## src/rtl/rgb_command_packet_to_pwm_levels_top_defines.svh

```systemverilog
// Assertion helpers used by the RTL top.
`ifndef RGB_COMMAND_PACKET_TO_PWM_LEVELS_TOP_DEFINES_SVH
`define RGB_COMMAND_PACKET_TO_PWM_LEVELS_TOP_DEFINES_SVH

// Same-cycle implication check.
`define RGBPWM_ASSERT_NOW(label, clk, rst, ante, cons) \
   label: assert property (@(posedge clk) disable iff (rst) (ante) |-> (cons)) \
      else $error("rgbpwm check failed");

// Next-cycle implication check.
`define RGBPWM_ASSERT_NEXT(label, clk, rst, ante, cons) \
   label: assert property (@(posedge clk) disable iff (rst) (ante) |=> (cons)) \
      else $error("rgbpwm check failed");

`endif

```

## src/rtl/rgbpwm_pkg.sv

```systemverilog
package rgbpwm_pkg;

   // Packet framing codes
   localparam logic [7:0] START_BYTE = 8'd254;
   localparam logic [7:0] TYPE_SET   = 8'd0;
   localparam logic [7:0] TYPE_RESET = 8'd1;
   localparam logic       KIND_SET   = 1'b0;

   // PWM top after reset
   localparam logic [15:0] WRAP_RESET = 16'd780;

   localparam int unsigned HEAD_SLOTS = 3;

   // Completed set packet handed from the framer to the scaler
   typedef struct packed {
      logic                        valid;
      logic [HEAD_SLOTS-1:0][7:0]  color;
   } frame_result_type;

   // Scaler pipeline status
   typedef struct packed {
      logic prod_valid;
      logic prod_ready;
   } scaler_status_type;

endpackage

```

## src/rtl/rgbpwm_framer.sv

```systemverilog
module rgbpwm_framer #(
   parameter int MAX_PAYLOAD = 128
) (
   input  logic                         clock,
   input  logic                         reset,
   input  logic                         accept,
   input  logic [7:0]                   rx_byte,
   output rgbpwm_pkg::frame_result_type frame
);

   localparam int POS_W = $clog2(MAX_PAYLOAD + 3);
   localparam int CMP_W = (POS_W > 9) ? POS_W : 9;

   localparam logic [POS_W-1:0] POS_IDLE    = POS_W'(0);
   localparam logic [POS_W-1:0] POS_TYPE    = POS_W'(1);
   localparam logic [POS_W-1:0] POS_LENGTH  = POS_W'(2);
   localparam logic [POS_W-1:0] POS_PAYLOAD = POS_W'(3);
   localparam logic [POS_W-1:0] POS_LAST    = POS_W'(MAX_PAYLOAD + 2);

   logic [POS_W-1:0] pos_ff, pos_in;
   logic             kind_ff, kind_in;
   logic [8:0]       end_ff, end_in;
   logic [rgbpwm_pkg::HEAD_SLOTS-1:0][7:0] head_ff, head_in;
   logic             last;
   logic             fire;

   // Last payload byte: declared length reached or payload cap hit
   assign last = (CMP_W'(pos_ff) >= CMP_W'(end_ff)) || (pos_ff >= POS_LAST);

   // Framing next state
   always_comb begin
      pos_in  = pos_ff;
      kind_in = kind_ff;
      end_in  = end_ff;
      head_in = head_ff;
      fire    = 1'b0;
      if (accept) begin
         if (pos_ff == POS_IDLE) begin
            if (rx_byte == rgbpwm_pkg::START_BYTE) begin
               pos_in = POS_TYPE;
            end
         end else if (pos_ff == POS_TYPE) begin
            if (rx_byte == rgbpwm_pkg::TYPE_SET || rx_byte == rgbpwm_pkg::TYPE_RESET) begin
               kind_in = rx_byte[0];
               pos_in  = POS_LENGTH;
            end else begin
               pos_in = POS_IDLE;
            end
         end else if (pos_ff == POS_LENGTH) begin
            end_in = 9'(rx_byte) + 9'd2;
            pos_in = POS_PAYLOAD;
         end else begin
            for (int i = 0; i < rgbpwm_pkg::HEAD_SLOTS; i++) begin
               if (pos_ff == POS_W'(3 + i)) begin
                  head_in[i] = rx_byte;
               end
               // slot after the final byte is cleared
               if (last && i >= 1 && pos_ff == POS_W'(2 + i)) begin
                  head_in[i] = 8'h00;
               end
            end
            if (last) begin
               pos_in = POS_IDLE;
               fire   = (kind_ff == rgbpwm_pkg::KIND_SET);
            end else begin
               pos_in = pos_ff + POS_W'(1);
            end
         end
      end
   end

   // Framing state
   always_ff @(posedge clock) begin
      if (reset) begin
         pos_ff  <= POS_IDLE;
         kind_ff <= 1'b0;
         end_ff  <= 9'd0;
         head_ff <= '0;
      end else begin
         pos_ff  <= pos_in;
         kind_ff <= kind_in;
         end_ff  <= end_in;
         head_ff <= head_in;
      end
   end

   // Colors go out with the byte that completes the packet
   assign frame.valid = fire;
   assign frame.color = head_in;

endmodule

```

## src/rtl/rgbpwm_scaler.sv

```systemverilog
module rgbpwm_scaler (
   input  logic                          clock,
   input  logic                          reset,
   input  rgbpwm_pkg::frame_result_type  frame,
   input  logic [15:0]                   wrap,
   input  logic                          rsp_tready,
   output rgbpwm_pkg::scaler_status_type status,
   output logic                          rsp_tvalid,
   output logic [47:0]                   rsp_tdata
);

   // floor(x / 255): estimate from x/256 + x/2^16 + x/2^24, low by at most one
   function automatic logic [15:0] div_by_255(input logic [23:0] x);
      logic [24:0] t;
      logic [16:0] q0;
      logic [24:0] r0;
      t  = 25'(x) + 25'(x >> 8) + 25'(x >> 16);
      q0 = t[24:8];
      r0 = 25'(x) - (25'({q0, 8'h00}) - 25'(q0));
      return (r0 >= 25'd255) ? 16'(q0 + 17'd1) : q0[15:0];
   endfunction

   logic                                     prod_valid_ff, prod_valid_in;
   logic [rgbpwm_pkg::HEAD_SLOTS-1:0][23:0]  prod_ff, prod_in;
   logic                                     rsp_valid_ff, rsp_valid_in;
   logic [rgbpwm_pkg::HEAD_SLOTS-1:0][15:0]  level_ff, level_in;
   logic                                     out_load;
   logic                                     prod_free;

   // Pipeline flow
   assign out_load  = prod_valid_ff && (!rsp_valid_ff || rsp_tready);
   assign prod_free = !prod_valid_ff || out_load;

   always_comb begin
      prod_valid_in = frame.valid ? 1'b1 : (out_load ? 1'b0 : prod_valid_ff);
      rsp_valid_in  = out_load ? 1'b1 : (rsp_tready ? 1'b0 : rsp_valid_ff);
   end

   // Products and scaled levels
   always_comb begin
      for (int i = 0; i < rgbpwm_pkg::HEAD_SLOTS; i++) begin
         prod_in[i]  = {8'h00, wrap} * {16'h0000, frame.color[i]};
         level_in[i] = div_by_255(prod_ff[i]);
      end
   end

   always_ff @(posedge clock) begin
      if (reset) begin
         prod_valid_ff <= 1'b0;
         rsp_valid_ff  <= 1'b0;
      end else begin
         prod_valid_ff <= prod_valid_in;
         rsp_valid_ff  <= rsp_valid_in;
      end
   end

   // Payload registers
   always_ff @(posedge clock) begin
      if (frame.valid) begin
         prod_ff <= prod_in;
      end
      if (out_load) begin
         level_ff <= level_in;
      end
   end

   assign status.prod_valid = prod_valid_ff;
   assign status.prod_ready = prod_free;
   assign rsp_tvalid        = rsp_valid_ff;
   assign rsp_tdata         = {level_ff[2], level_ff[1], level_ff[0]};

endmodule

```

## src/rtl/rgb_command_packet_to_pwm_levels_top.sv

```systemverilog
// Throughput: one received byte per cycle while the output is not stalled.
// Result: a set packet's levels reach rsp_tvalid through the multiply stage, then the
//   divide-by-255 stage, which waits while the output is stalled.
// Reset (synchronous): framer back to idle, kept colors cleared, PWM top set to 780,
//   pipeline emptied.
`include "rgb_command_packet_to_pwm_levels_top_defines.svh"

module rgb_command_packet_to_pwm_levels_top #(
   parameter int MAX_PAYLOAD = 128
) (
   input  logic        clock,
   input  logic        reset,
   // req_tdata: [7:0] rx_byte
   input  logic        req_tvalid,
   output logic        req_tready,
   input  logic [7:0]  req_tdata,
   // rsp_tdata: [15:0] level_red, [31:16] level_green, [47:32] level_blue
   output logic        rsp_tvalid,
   input  logic        rsp_tready,
   output logic [47:0] rsp_tdata,
   // csr_data: [15:0] pwm_wrap_value
   input  logic        csr_valid,
   output logic        csr_ready,
   input  logic [15:0] csr_data
);

   rgbpwm_pkg::frame_result_type  frame;
   rgbpwm_pkg::scaler_status_type status;
   logic [15:0] wrap_ff, wrap_in;
   logic        req_accept;

   assign req_accept = req_tvalid && req_tready;
   assign req_tready = status.prod_ready;
   assign csr_ready  = 1'b1;

   // PWM top register
   assign wrap_in = (csr_valid && csr_ready) ? csr_data : wrap_ff;

   always_ff @(posedge clock) begin
      if (reset) begin
         wrap_ff <= rgbpwm_pkg::WRAP_RESET;
      end else begin
         wrap_ff <= wrap_in;
      end
   end

   rgbpwm_framer #(
      .MAX_PAYLOAD (MAX_PAYLOAD)
   ) u_framer (
      .clock   (clock),
      .reset   (reset),
      .accept  (req_accept),
      .rx_byte (req_tdata),
      .frame   (frame)
   );

   rgbpwm_scaler u_scaler (
      .clock      (clock),
      .reset      (reset),
      .frame      (frame),
      .wrap       (wrap_ff),
      .rsp_tready (rsp_tready),
      .status     (status),
      .rsp_tvalid (rsp_tvalid),
      .rsp_tdata  (rsp_tdata)
   );

   // A packet completes only on an accepted transaction
   `RGBPWM_ASSERT_NOW(a_fire_on_accept, clock, reset, frame.valid, req_accept)
   // Full pipeline with a stalled output stops intake
   `RGBPWM_ASSERT_NOW(a_stall_blocks, clock, reset,
      status.prod_valid && rsp_tvalid && !rsp_tready, !req_tready)
   // A stalled product is not dropped
   `RGBPWM_ASSERT_NEXT(a_prod_kept, clock, reset,
      status.prod_valid && rsp_tvalid && !rsp_tready, status.prod_valid)

endmodule

```

## config.mk

```make
export PLATFORM = sky130hd
export DESIGN_NAME = rgb_command_packet_to_pwm_levels_top
export DESIGN_NICKNAME = d
export VERILOG_FILES = /design/src/rtl/rgbpwm_pkg.sv /design/src/rtl/rgbpwm_framer.sv /design/src/rtl/rgbpwm_scaler.sv /design/src/rtl/rgb_command_packet_to_pwm_levels_top.sv
export VERILOG_INCLUDE_DIRS = /design/src /design/src/rtl
export SDC_FILE = /design/constraint.sdc
export NUM_CORES = 1
export LEC_CHECK = 0
export BUFFER_PORTS_ARGS = -buffer_cell sky130_fd_sc_hd__buf_2
export CORE_MARGIN = 2
export CORE_UTILIZATION = 52
export DETAILED_ROUTE_END_ITERATION = 10
export HOLD_SLACK_MARGIN = 0.05
export PLACE_DENSITY = 0.68
export SLEW_MARGIN = 10
export SYNTH_ARGS = -nofsm -noshare
export SYNTH_HDL_FRONTEND = slang
export SYNTH_SLANG_ARGS = --single-unit
```

## constraint.sdc

```tcl
create_clock -name clock -period 10.72 [get_ports clock]
set_clock_uncertainty 0.2 [all_clocks]
set_input_delay 2.144 -clock clock [delete_from_list [all_inputs] [get_ports clock]]
set_output_delay 2.144 -clock clock [all_outputs]
set_load 0.02 [all_outputs]
```

# [Word-level counts from Yosys, hierarchy flattened]
# Index checks and enable logic that the tools add are counted.
[word_totals] reg_bits=180 latch_bits=0 ramBits=0 romBits=0 in_bits=29 output_inout_bits=51 word_cells=95 mem_count=0
[op_classes] addsub=17 multipliers=3 div=0 order_cmp=5 eq_ne=8 n_shift=0 mux=27 n_bitwise=3 n_reduce_logical=17
[ops] cell="24-bit two-way mux" count=4
[ops] cell="8-bit two-way mux" count=10
[ops] cell="24-bit by 16-bit adder with 25-bit output" count=3
[ops] cell="25-bit by 8-bit adder with 25-bit output" count=3
[ops] cell="25-bit by 8-bit >= comparator with 1-bit output (second input constant)" count=3
[ops] cell="24-bit by 25-bit subtractor with 25-bit output" count=3
[ops] cell="25-bit by 17-bit subtractor with 25-bit output" count=3
[ops] cell="16-bit by 8-bit multiplier with 24-bit output" count=3
[ops] cell="16-bit by 1-bit adder with 16-bit output (second input constant)" count=3
[ops] cell="16-bit two-way mux" count=3
[ops] cell="8-bit by 1-bit equality test with 1-bit output (second input constant)" count=2
[ops] cell="8-bit by 2-bit equality test with 1-bit output (second input constant)" count=2
[ops] cell="8-bit by 3-bit equality test with 1-bit output (second input constant)" count=2
[ops] cell="8-bit logical NOT" count=2
[ops] cell="8-bit by 2-bit adder with 9-bit output (second input constant)" count=1
[ops] cell="8-bit by 9-bit >= comparator with 1-bit output" count=1
[ops] cell="1-bit two-way mux" count=9
[ops] cell="8-bit by 1-bit adder with 8-bit output (second input constant)" count=1
[ops] cell="8-bit equality test (second input constant)" count=1
[ops] cell="8-bit >= comparator (second input constant)" count=1
[ops] cell="4-bit AND reduction" count=2
[ops] cell="1-bit logical AND" count=4
[ops] cell="1-bit logical OR" count=4
[ops] cell="2-bit nonzero test" count=2
[ops] cell="5 further kinds" count=8

# [Depth between registers and ports, before layout]
# Gate-level depths: netlist of run 1.
[depth] word_depth=9 ltp_mapped=33 mapped_depth_nobuf=32

# [Modules after synthesis]
# From an unflattened synthesis of run 1, not the netlist that was laid out.
[hier_totals] cells_unflattened=3039 hier_area_um2=27317.4
[by_module_without_submodules] mod="rgbpwm_scaler" instances=1 cells_per_inst=2718 area_each_um2=24404.7
[by_module_without_submodules] mod="rgbpwm_framer" instances=1 cells_per_inst=266 area_each_um2=2306.0
[by_module_without_submodules] mod="rgb_command_packet_to_pwm_levels_top" instances=1 cells_per_inst=55 area_each_um2=606.8

# [Worst setup path before layout of run 1]
# Ideal clock, no wire load.
[synth_timing] path_type="input-to-reg" startpoint="input rsp_tready" endpoint="register u_scaler.prod_ff[23] (netlist name) (data pin)" setup_time_ns=0.260 t_arrival_ns=8.371 path_slack_ns=1.890 cell_stages=26 path_buffers=2 cell_sequence="nor2b_1 nand2_1 nand2_1 a21oi_1 nand4_1 clkbuf_1 mux2i_1 clkbuf_1 nor2b_1 fa_1 fa_1 inv_1 fa_1 inv_1 fa_1 ha_1 o21ai_0 a21boi_0 o21ai_0 a211oi_1 nor2_1 a2111oi_0 nor3_1 o41ai_1 a21oi_1 xnor2_1"
[synth_rtl] item="start, declared" line="rgb_command_packet_to_pwm_levels_top.sv:19" rtl="input logic rsp_tready,"
[synth_rtl] item="end signal, assigned" line="rgbpwm_scaler.sv:60" rtl="prod_ff <= prod_in;"
[synth_rtl] item="end, declared" line="rgbpwm_scaler.sv:24" rtl="logic [rgbpwm_pkg::HEAD_SLOTS-1:0][23:0] prod_ff, prod_in;"

==> impl_metrics.json, run 1 <==
{
  "cts-buffers-inserted": 17,
  "drc": 0,
  "post-route-cell-area_mm2": 0.02929,
  "layout_common_cells": "490 x inv_1, 334 x ha_1, 300 x fa_1",
  "grt_pass1_vias": 22010,
  "dr.pass1.iters": 5,
  "post_cts_buffers": 0,
  "fillers": 4710,
  "setup_viol": 0,
  "fin_nets": 3775,
  "die_w_um": 234.5,
  "grt_max_degree": 73,
  "drv_cap": 0,
  "p_per_area_mw_per_mm2": 49.78,
  "synth_top_area_share_pct": 21.75,
  "multi_input_comb_area_mm2": 0.02060,
  "synth_top_area_cell": "fa_1",
  "portBuffers": 78,
  "synth_compound_area_share_pct": 11.18,
  "syn_inst": 3074,
  "grt_pass1_wl_um": 110900,
  "rows": 84,
  "crit_cells": 27,
  "peakVddDrop_mv": 0.1161,
  "slew_headroom_pct": 22.79,
  "netlist_area_mm2": 0.02762,
  "slowest_delay_ns": 0.71,
  "start_kind": "register",
  "critical-path-top-delay-family": "simple AND/OR/NAND/NOR gates",
  "synthTopCellsByArea": "fa_1 22%, ha_1 15%, edfxtp_1 13%",
  "die_h_um": 234.5,
  "cts_root_buf": "clkbuf_16",
  "core_area_mm2": 0.05255,
  "clk_latency_ns": 0.50,
  "period_share_pct": 86.62,
  "synth_edf_count": 120,
  "wl_um": 66630,
  "vias_per_cell": 5.661,
  "worstMarginPinSlew_ns": 1.140,
  "tritoncts": "built",
  "clock-sinks": 180,
  "final.min_clock_period_ns": 9.285,
  "gp_congestion": 0.8982,
  "synth_xor_area_share_pct": 5.572,
  "die_area_mm2": 0.05497,
  "hpwl_um": 52500,
  "seq_area_mm2": 0.004805,
  "ys.warnings.count": 0,
  "cts-resized-gates": 0,
  "diodes": 0,
  "async_reset_ff_share_pct": 0,
  "finalSetupTns_ns": 0,
  "ys_ff_latch": 180,
  "grt_overflow": 0,
  "ant_nets": 0,
  "max_freq_mhz": 107.7,
  "htreeDepth": 4,
  "synthSimpleGateAreaFrac_pct": 19.82,
  "status": "finished, final reports clean",
  "path_max_fanout": 17,
  "initial_utilization_pct": 52.55,
  "worst-endpoint-arrival_ns": 9.34,
  "clock_path_buffers": 2,
  "worstHoldStart": "u_framer.kind_ff",
  "drt-initial-drc-count": 1253,
  "place_area_mm2": 0.02875,
  "cts_hold_buf": 0,
  "cp_slowest_cell": "nand4_1",
  "worstSetupPathType": "reg -> reg",
  "grt_use_total_pct": 25.33,
  "hold_viol_final": 0,
  "r2r_cells": 27,
  "rsz0062_at_grt": "no",
  "synthAdderAreaFrac_pct": 36.88,
  "ys_seq_area_share_pct": 17.40,
  "path_buf_inv": 3,
  "drv_slew": 0,
  "vias": 21580,
  "p_leak_uw": 0.01369,
  "syn_nets": 3737,
  "post_drt_wl_per_cell_um": 17.48,
  "io_pins": 80,
  "end_kind": "register",
  "power_uw": 1458,
  "cts.clk_slew.worst_paths_ns": 0.08,
  "avgSynthCellArea_um2": 8.984,
  "synth_top_family_by_area": "adder cells",
  "r2r_start": "u_scaler.prod_ff[46]",
  "area_growth_pct": 6.052,
  "ys.flop_type": "edfxtp_1",
  "synth_cell_types": 93,
  "cp-startpoint": "u_scaler.prod_ff[46]",
  "hold_depth": 2,
  "crit_required_ns": 10.77,
  "muxShareOfSynthArea_pct": 1.110,
  "drive_gt1_share_pct": 6.050,
  "min_path_type": "reg -> reg",
  "final_common_cell": "inv_1",
  "antenna_found_initial": 0
}
## area by class of cell
class	instances	share of cell area, %
Sequential cell	180	16.40
Tap cell	688	2.939
Clock buffer	21	1.606
Timing Repair Buffer	111	2.179
Inverter	490	6.280
Clock inverter	10	0.2520
Multi-Input combinational cell	2312	70.34
## worst paths after layout
path	endpoint	slack [ns]
min reg2reg	u_framer.kind_ff	0.29
max reg2reg	u_scaler.rsp_tdata[26]	1.43
min	u_framer.kind_ff	0.29
max	u_scaler.rsp_tdata[26]	1.43
## logic make-up after synthesis
group | Yosys count
adder cells (fa/ha/maj) | 634
AO/OA/AOI/OAI | 459
other | 1
buffers and inverters | 582
flip-flops | 180
XOR/XNOR | 174
AND/OR/NAND/NOR | 1014
multiplexers | 30
## report_power, final
| group | total [µW] | internal [µW] | switching (µW) |
|---|---|---|---|
| Combinational | 111 | 38.6 | 72.4 |
| Sequential | 741 | 736 | 5.13 |
| Clock | 606 | 314 | 292 |
| Total | 1460 | 1090 | 370 |
## state kept, by name (all words and copies together) (netlist names)
register,flops
u_scaler.prod_ff,72
u_scaler.rsp_tdata,48
u_framer.head_ff,24
wrap_ff,16
u_framer.end_ff,9
u_framer.pos_ff,8
u_framer.kind_ff,1
u_scaler.prod_valid_ff,1
u_scaler.rsp_tvalid,1
## cells in the mapped netlist (all sizes together), types with 10 or more instances
cell,instances
nor4,13
edfxtp,120
o2111ai,10
clkbuf,84
nand2,206
nor2,150
and3,34
nor2b,184
a2111oi,12
a21o,42
o21a,22
dfxtp,60
nand3,50
o31ai,11
nor3b,13
or3,22
fa,300
nand4,28
xor2,35
or2,17
xnor2,139
o211ai,12
a21oi,120
a21boi,14
o21ai,87
or4,10
nand2b,49
a211oi,19
mux2i,25
ha,334
nor3,49
and2,157
o21bai,11
inv,490
a31oi,21
and4,10
## per-stage QoR
| step | utilization [%] | hold WS [ns] | setup WS (ns) | std cells |
|---|---|---|---|---|
| 6_report | 55.74 | 0.2949 | 1.435 | 3812 |
| 5_1_grt | 55.74 | 0.3128 | 0.8688 | 3812 |
| 4_1_cts | 55.74 | 0.2913 | 1.607 | 3812 |
| 3_5_place_dp | 54.70 | 0.2803 | 1.152 | 3781 |
| 3_3_place_gp | 54.70 | 0.2700 | 1.361 | 3781 |
| 2_1_floorplan | - | 0.2448 | 1.890 | 3074 |
## metal layers
| layer | vias up | track usage [%] | routed length, µm |
|---|---|---|---|
| met4 | 0 | 7.154 | 1514 |
| met3 | 87 | 3.743 | 2994 |
| li1 | 10290 | - | - |
| met1 | 10730 | 34.21 | 30380 |
| met2 | 476 | 42.36 | 31750 |
| met5 | - | 0 | 0 |
## worst min-delay path, delay by kind of cell, from the launching register on
kind | cells | cell delay [ns]
AO/OA/AOI/OAI | 2 | 0.13
flip-flops | 1 | 0.32
No activity file was read; power rests on OpenSTA's default activity.
==> inputs of run 2 (changes only) <==
--- a/config.mk
+++ b/config.mk
@@ -9,6 +9,7 @@
 export BUFFER_PORTS_ARGS = -buffer_cell sky130_fd_sc_hd__buf_2
 export CORE_MARGIN = 2
 export CORE_UTILIZATION = 52
+export CTS_BUF_LIST = sky130_fd_sc_hd__clkbuf_16
 export DETAILED_ROUTE_END_ITERATION = 10
 export HOLD_SLACK_MARGIN = 0.05
 export PLACE_DENSITY = 0.68
==> run 2 against run 1 <==
Net effect:
- design area down 0.10%
- fmax rose by 0.13%
- sequential share of layout area is essentially flat
- wire length shrank 0.16%
- largest power group unchanged
- critical path depth did not move
- die area unchanged
- utilization fell by 0.057 points
- first-iteration DRC count up 3.1%
- hold slack lost 0.0019 ns
- clock power shrank 4.0%
- non-clock buffer count is the same
- via count about the same
- largest cell class unchanged
==> impl_metrics.json, run 2 (synthesis results as in run 1) <==
{
  "peakVddDrop_mv": 0.1167,
  "end_kind": "register",
  "grt_use_total_pct": 25.32,
  "drv_slew": 0,
  "cts_root_buf": "clkbuf_16",
  "cts_hold_buf": 0,
  "status": "finished, final reports clean",
  "largest_reg_flops": 72,
  "dr.pass1.iters": 6,
  "wl_um": 66520,
  "drc": 0,
  "clock_path_buffers": 2,
  "period_share_pct": 86.51,
  "path_max_fanout": 17,
  "regMostFlops": "u_scaler.prod_ff",
  "min_path_type": "reg -> reg",
  "grt_pass1_wl_um": 110900,
  "post_drt_wl_per_cell_um": 17.45,
  "die_h_um": 234.5,
  "layout_common_cells": "491 x inv_1, 334 x ha_1, 300 x fa_1",
  "hpwl_um": 52500,
  "start_kind": "register",
  "multi_input_comb_area_mm2": 0.02060,
  "holdWs_ns": 0.2931,
  "post-route-cell-area_mm2": 0.02926,
  "max_freq_mhz": 107.8,
  "fillers": 4716,
  "final.min_clock_period_ns": 9.273,
  "worstHoldStart": "u_framer.kind_ff",
  "area_growth_pct": 5.944,
  "diodes": 0,
  "seq_area_mm2": 0.004805,
  "cts.clk_slew.worst_paths_ns": 0.08,
  "p_leak_uw": 0.01368,
  "rows": 84,
  "initial_utilization_pct": 52.55,
  "crit_required_ns": 10.78,
  "worstMarginPinSlew_ns": 1.139,
  "grt_pass1_vias": 22010,
  "slew_headroom_pct": 22.86,
  "vias_per_cell": 5.658,
  "worst-endpoint-arrival_ns": 9.33,
  "setup_viol": 0,
  "p_per_area_mw_per_mm2": 49.00,
  "worstSetupPathType": "reg -> reg",
  "grt_overflow": 0,
  "fin_nets": 3775,
  "hold_viol_final": 0,
  "clock-sinks": 180,
  "cp-startpoint": "u_scaler.prod_ff[46]",
  "core_area_mm2": 0.05255,
  "cts-buffers-inserted": 17,
  "place_area_mm2": 0.02875,
  "clk_latency_ns": 0.50,
  "portBuffers": 78,
  "drv_cap": 0,
  "gp_congestion": 0.8982,
  "drive_gt1_share_pct": 6.018,
  "htreeDepth": 4,
  "drt-initial-drc-count": 1292,
  "rsz0062_at_grt": "no",
  "io_pins": 80,
  "cts-resized-gates": 0,
  "finalSetupTns_ns": 0,
  "die_area_mm2": 0.05497,
  "post_cts_buffers": 0,
  "die_w_um": 234.5,
  "ant_nets": 0,
  "r2r_start": "u_scaler.prod_ff[46]",
  "vias": 21570,
  "grt_max_degree": 73,
  "tritoncts": "built",
  "antenna_found_initial": 0,
  "final_common_cell": "inv_1"
}
## run 2: cell types whose count changed in the layout (fill, tap and decap cells not counted)
cell,delta
clkbuf_1,-1
clkbuf_8,-3
clkinv_1,+1
inv_1,+1
inv_2,+2
## run 2: metrics by stage
step | instances | total power, µW | setup WS (ns) | utilization [%]
after floorplan | 3074 | 822.3 | 1.890 | -
after global placement | 3781 | 863.2 | 1.361 | 54.70
after detailed placement | 3781 | 865.6 | 1.152 | 54.70
after CTS | 3812 | 1455 | 1.607 | 55.68
after global routing | 3812 | 1489 | 0.8688 | 55.68
final | 3812 | 1434 | 1.447 | 55.68
## run 2: routing by layer
layer | share of wire (%) | track usage [%] | vias to the layer above
li1 | - | - | 10290
met3 | 4.8 | 3.743 | 89
met5 | 0 | 0 | -
met2 | 47 | 42.35 | 493
met1 | 45 | 34.20 | 10690
met4 | 2.3 | 7.154 | 0
## run 2: power breakdown
part | internal [µW] | switching (µW)
sequential | 736 | 5.18
combinational | 38.6 | 72.4
clock | 292 | 290
## run 2: area by class of cell
class | count | area share, %
clock inverters | 14 | 0.3036
repair buffers | 111 | 2.181
well taps | 688 | 2.942
inverters | 490 | 6.286
clock buffers | 17 | 1.454
flip-flops and latches | 180 | 16.42
multi-input cells | 2312 | 70.41
## run 2: critical path, cell delays in order (launching register included)
cell and delay [ns]:
edfxtp_1 0.62, fa_1 0.50, ha_1 0.32, a2111oi_0 0.44
o21ai_0 0.24, o2111ai_1 0.31, a211oi_1 0.13, o21ai_0 0.40
a211o_1 0.23, nand2_1 0.10, and3_1 0.23, and2_1 0.16
ha_1 0.32, inv_1 0.10, fa_1 0.54, inv_1 0.05
ha_1 0.49, inv_1 0.15, a2111oi_0 0.53, nand4_1 0.16
nor4_1 0.33, nand4_1 0.14, nor4_1 0.33, o2111ai_1 0.17
nor4_1 0.47, nand4_1 0.70, and4_1 0.51, xor2_1 0.14
## run 2: path summary, 6_finish.rpt
kind	to	slack, ns	cells past startpoint
worst max-delay path	u_scaler.rsp_tdata[26]	1.45	27
worst min-delay path	u_framer.kind_ff	0.29	2
worst max register to register	u_scaler.rsp_tdata[26]	1.45	27
worst min register to register	u_framer.kind_ff	0.29	2
==> inputs of run 3 (changes only) <==
--- a/config.mk
+++ b/config.mk
@@ -8,12 +8,11 @@
 export LEC_CHECK = 0
 export BUFFER_PORTS_ARGS = -buffer_cell sky130_fd_sc_hd__buf_2
 export CORE_MARGIN = 2
-export CORE_UTILIZATION = 52
+export CORE_UTILIZATION = 55
 export CTS_BUF_LIST = sky130_fd_sc_hd__clkbuf_16
 export DETAILED_ROUTE_END_ITERATION = 10
 export HOLD_SLACK_MARGIN = 0.05
-export PLACE_DENSITY = 0.68
-export SLEW_MARGIN = 10
+export PLACE_DENSITY = 0.72
 export SYNTH_ARGS = -nofsm -noshare
 export SYNTH_HDL_FRONTEND = slang
 export SYNTH_SLANG_ARGS = --single-unit
==> run 3 against run 2 <==
Net effect:
- global-route usage rose by 0.45 points
- non-clock buffer count fell by 3
- sequential share of layout area barely moved
- final cell count fell by 0.45%
- first-iteration DRC count rose by 14%
- via count rose by 0.21%
- flip-flop and latch count did not move
- utilization rose by 3.0 points
- wire length fell by 1.4%
- critical path type is now in -> reg
- highest routed layer unchanged
==> impl_metrics.json, run 3 (synthesis results as in run 1) <==
{
  "fillers": 4408,
  "layout_common_cells": "490 x inv_1, 334 x ha_1, 300 x fa_1",
  "vias": 21610,
  "post_cts_buffers": 0,
  "holdPathEnd": "u_framer.kind_ff",
  "cts-buffers-inserted": 17,
  "hold_depth": 2,
  "slowest_delay_ns": 0.61,
  "slew_headroom_pct": 14.65,
  "post-route-cell-area_mm2": 0.02927,
  "post_drt_wl_per_cell_um": 17.28,
  "worstSetupPathType": "in -> reg",
  "drv_slew": 0,
  "path_buf_inv": 4,
  "p_leak_uw": 0.01368,
  "cp_slowest_cell": "a22o_1",
  "worstMarginPinSlew_ns": 1.269,
  "p_per_area_mw_per_mm2": 50.40,
  "min_path_type": "reg -> reg",
  "htreeDepth": 4,
  "grt_pass1_vias": 21930,
  "fin_nets": 3772,
  "setup_slack_ns": 1.567,
  "grt_use_total_pct": 25.77,
  "worstHoldStart": "u_framer.kind_ff",
  "dr.pass1.iters": 5,
  "gp_congestion": 0.9063,
  "regMostFlops": "u_scaler.prod_ff",
  "r2r_cells": 26,
  "die_w_um": 228.1,
  "peakVddDrop_mv": 0.1055,
  "place_area_mm2": 0.02870,
  "antenna_found_initial": 0,
  "die_area_mm2": 0.05202,
  "grt_max_degree": 73,
  "clock_path_buffers": 2,
  "cts_root_buf": "clkbuf_16",
  "final_common_cell": "inv_1",
  "portBuffers": 78,
  "path_max_fanout": 17,
  "drt-initial-drc-count": 1471,
  "rsz0062_at_grt": "no",
  "r2r_start": "u_scaler.prod_ff[46]",
  "crit_required_ns": 10.76,
  "core_area_mm2": 0.04986,
  "initial_utilization_pct": 55.39,
  "vias_per_cell": 5.695,
  "cts-resized-gates": 0,
  "crit_top_cell": "fa_1",
  "grt_pass1_wl_um": 108500,
  "hold_viol_final": 0,
  "tritoncts": "built",
  "grt_overflow": 0,
  "worst-endpoint-arrival_ns": 9.20,
  "wl_um": 65580,
  "die_h_um": 228.1,
  "start_kind": "input pin",
  "final.min_clock_period_ns": 9.153,
  "status": "finished, final reports clean",
  "period_share_pct": 85.38,
  "reg2reg_slack_ns": 1.59,
  "ant_nets": 0,
  "clk_latency_ns": 0.50,
  "setup_viol": 0,
  "largest_reg_flops": 72,
  "io_pins": 80,
  "reg2reg_to": "u_scaler.rsp_tdata[17]",
  "critical-path-top-delay-family": "compound AO/OA/AOI/OAI gates",
  "dpl_worst_slack_ns": 1.160,
  "cts_hold_buf": 0,
  "holdWs_ns": 0.2859,
  "cts.clk_slew.worst_paths_ns": 0.08,
  "drv_cap": 0,
  "end_kind": "register",
  "hpwl_um": 51950,
  "clock-sinks": 180,
  "drc": 0,
  "max_freq_mhz": 109.3,
  "finalSetupTns_ns": 0,
  "area_growth_pct": 5.971,
  "rows": 82,
  "drive_gt1_share_pct": 5.990
}
-- run 3: cell types whose count changed in the layout (fill, tap and decap cells not counted), sizes merged --
cell and change:
diode +1, buf -3, bufinv +1, inv +1
clkinv -3, clkinvlp +1, clkbuf +1
-- run 3: layout make-up --
type | instances | area, µm² | area share, %
inverter | 490 | 1839 | 6.284
clock inverter | 14 | 111.4 | 0.3805
sequential | 180 | 4805 | 16.42
multi-input combinational | 2312 | 20600 | 70.39
clock buffer | 18 | 450.4 | 1.539
timing repair buffer | 108 | 615.6 | 2.103
tap | 672 | 840.8 | 2.873
antenna | 1 | 2.502 | 0.008550
-- run 3: routing by layer --
| metal | share of wire [%] | vias up | global-route usage [%] |
|---|---|---|---|
| li1 | - | 10270 | - |
| met1 | 44 | 10580 | 34.67 |
| met2 | 47 | 648 | 42.36 |
| met3 | 6.1 | 116 | 3.838 |
| met4 | 2.9 | 0 | 9.314 |
| met5 | 0 | - | 0 |
-- run 3: worst reg2reg max path: stages, from the launching register on --
cell and delay, ns:
edfxtp_1 0.59, fa_1 0.50, ha_1 0.32, a2111oi_0 0.32, o21ai_0 0.22, o2111ai_1 0.31
a211oi_1 0.13, o21ai_0 0.41, a211o_1 0.22, nand2_1 0.09, and3_1 0.23, and2_1 0.16
ha_1 0.32, inv_1 0.09, fa_1 0.51, inv_1 0.06, ha_1 0.49, nand3b_1 0.16
o2111ai_1 0.12, or4_1 0.60, nor4_1 0.25, nand4_1 0.15, nor4_1 0.32, o2111ai_1 0.17
nor4_1 0.54, nand4_1 0.72, o21ai_0 0.67
-- run 3: worst max path at each step --
stage | from | endpoint | slack (ns) | cells past startpoint
3_5_place_dp | rsp_tready | u_scaler.prod_ff[71] | 1.16 | 27
4_1_cts | rsp_tready | u_scaler.prod_ff[71] | 1.66 | 27
3_3_place_gp | rsp_tready | u_scaler.prod_ff[71] | 1.37 | 27
2_1_floorplan | rsp_tready | u_scaler.prod_ff[23] | 1.89 | 26
5_1_grt | u_scaler.prod_ff[46] | u_scaler.rsp_tdata[17] | 0.92 | 26
6_report | rsp_tready | u_scaler.prod_ff[71] | 1.57 | 27
-- run 3: metrics by stage --
stage                     util [%]  power (µW)  std cells
final                        58.69        1475       3795
after global placement       57.56       861.7       3762
after floorplan                  -       822.3       3074
after global routing         58.69        1518       3794
after CTS                    58.69        1485       3794
after detailed placement     57.56       863.5       3762
-- run 3: power by group --
group	switching [µW]	internal (µW)	total (µW)
Clock	301	323	625
Sequential	9.11	735	745
Combinational	67.4	38.4	106
Total	378	1100	1480
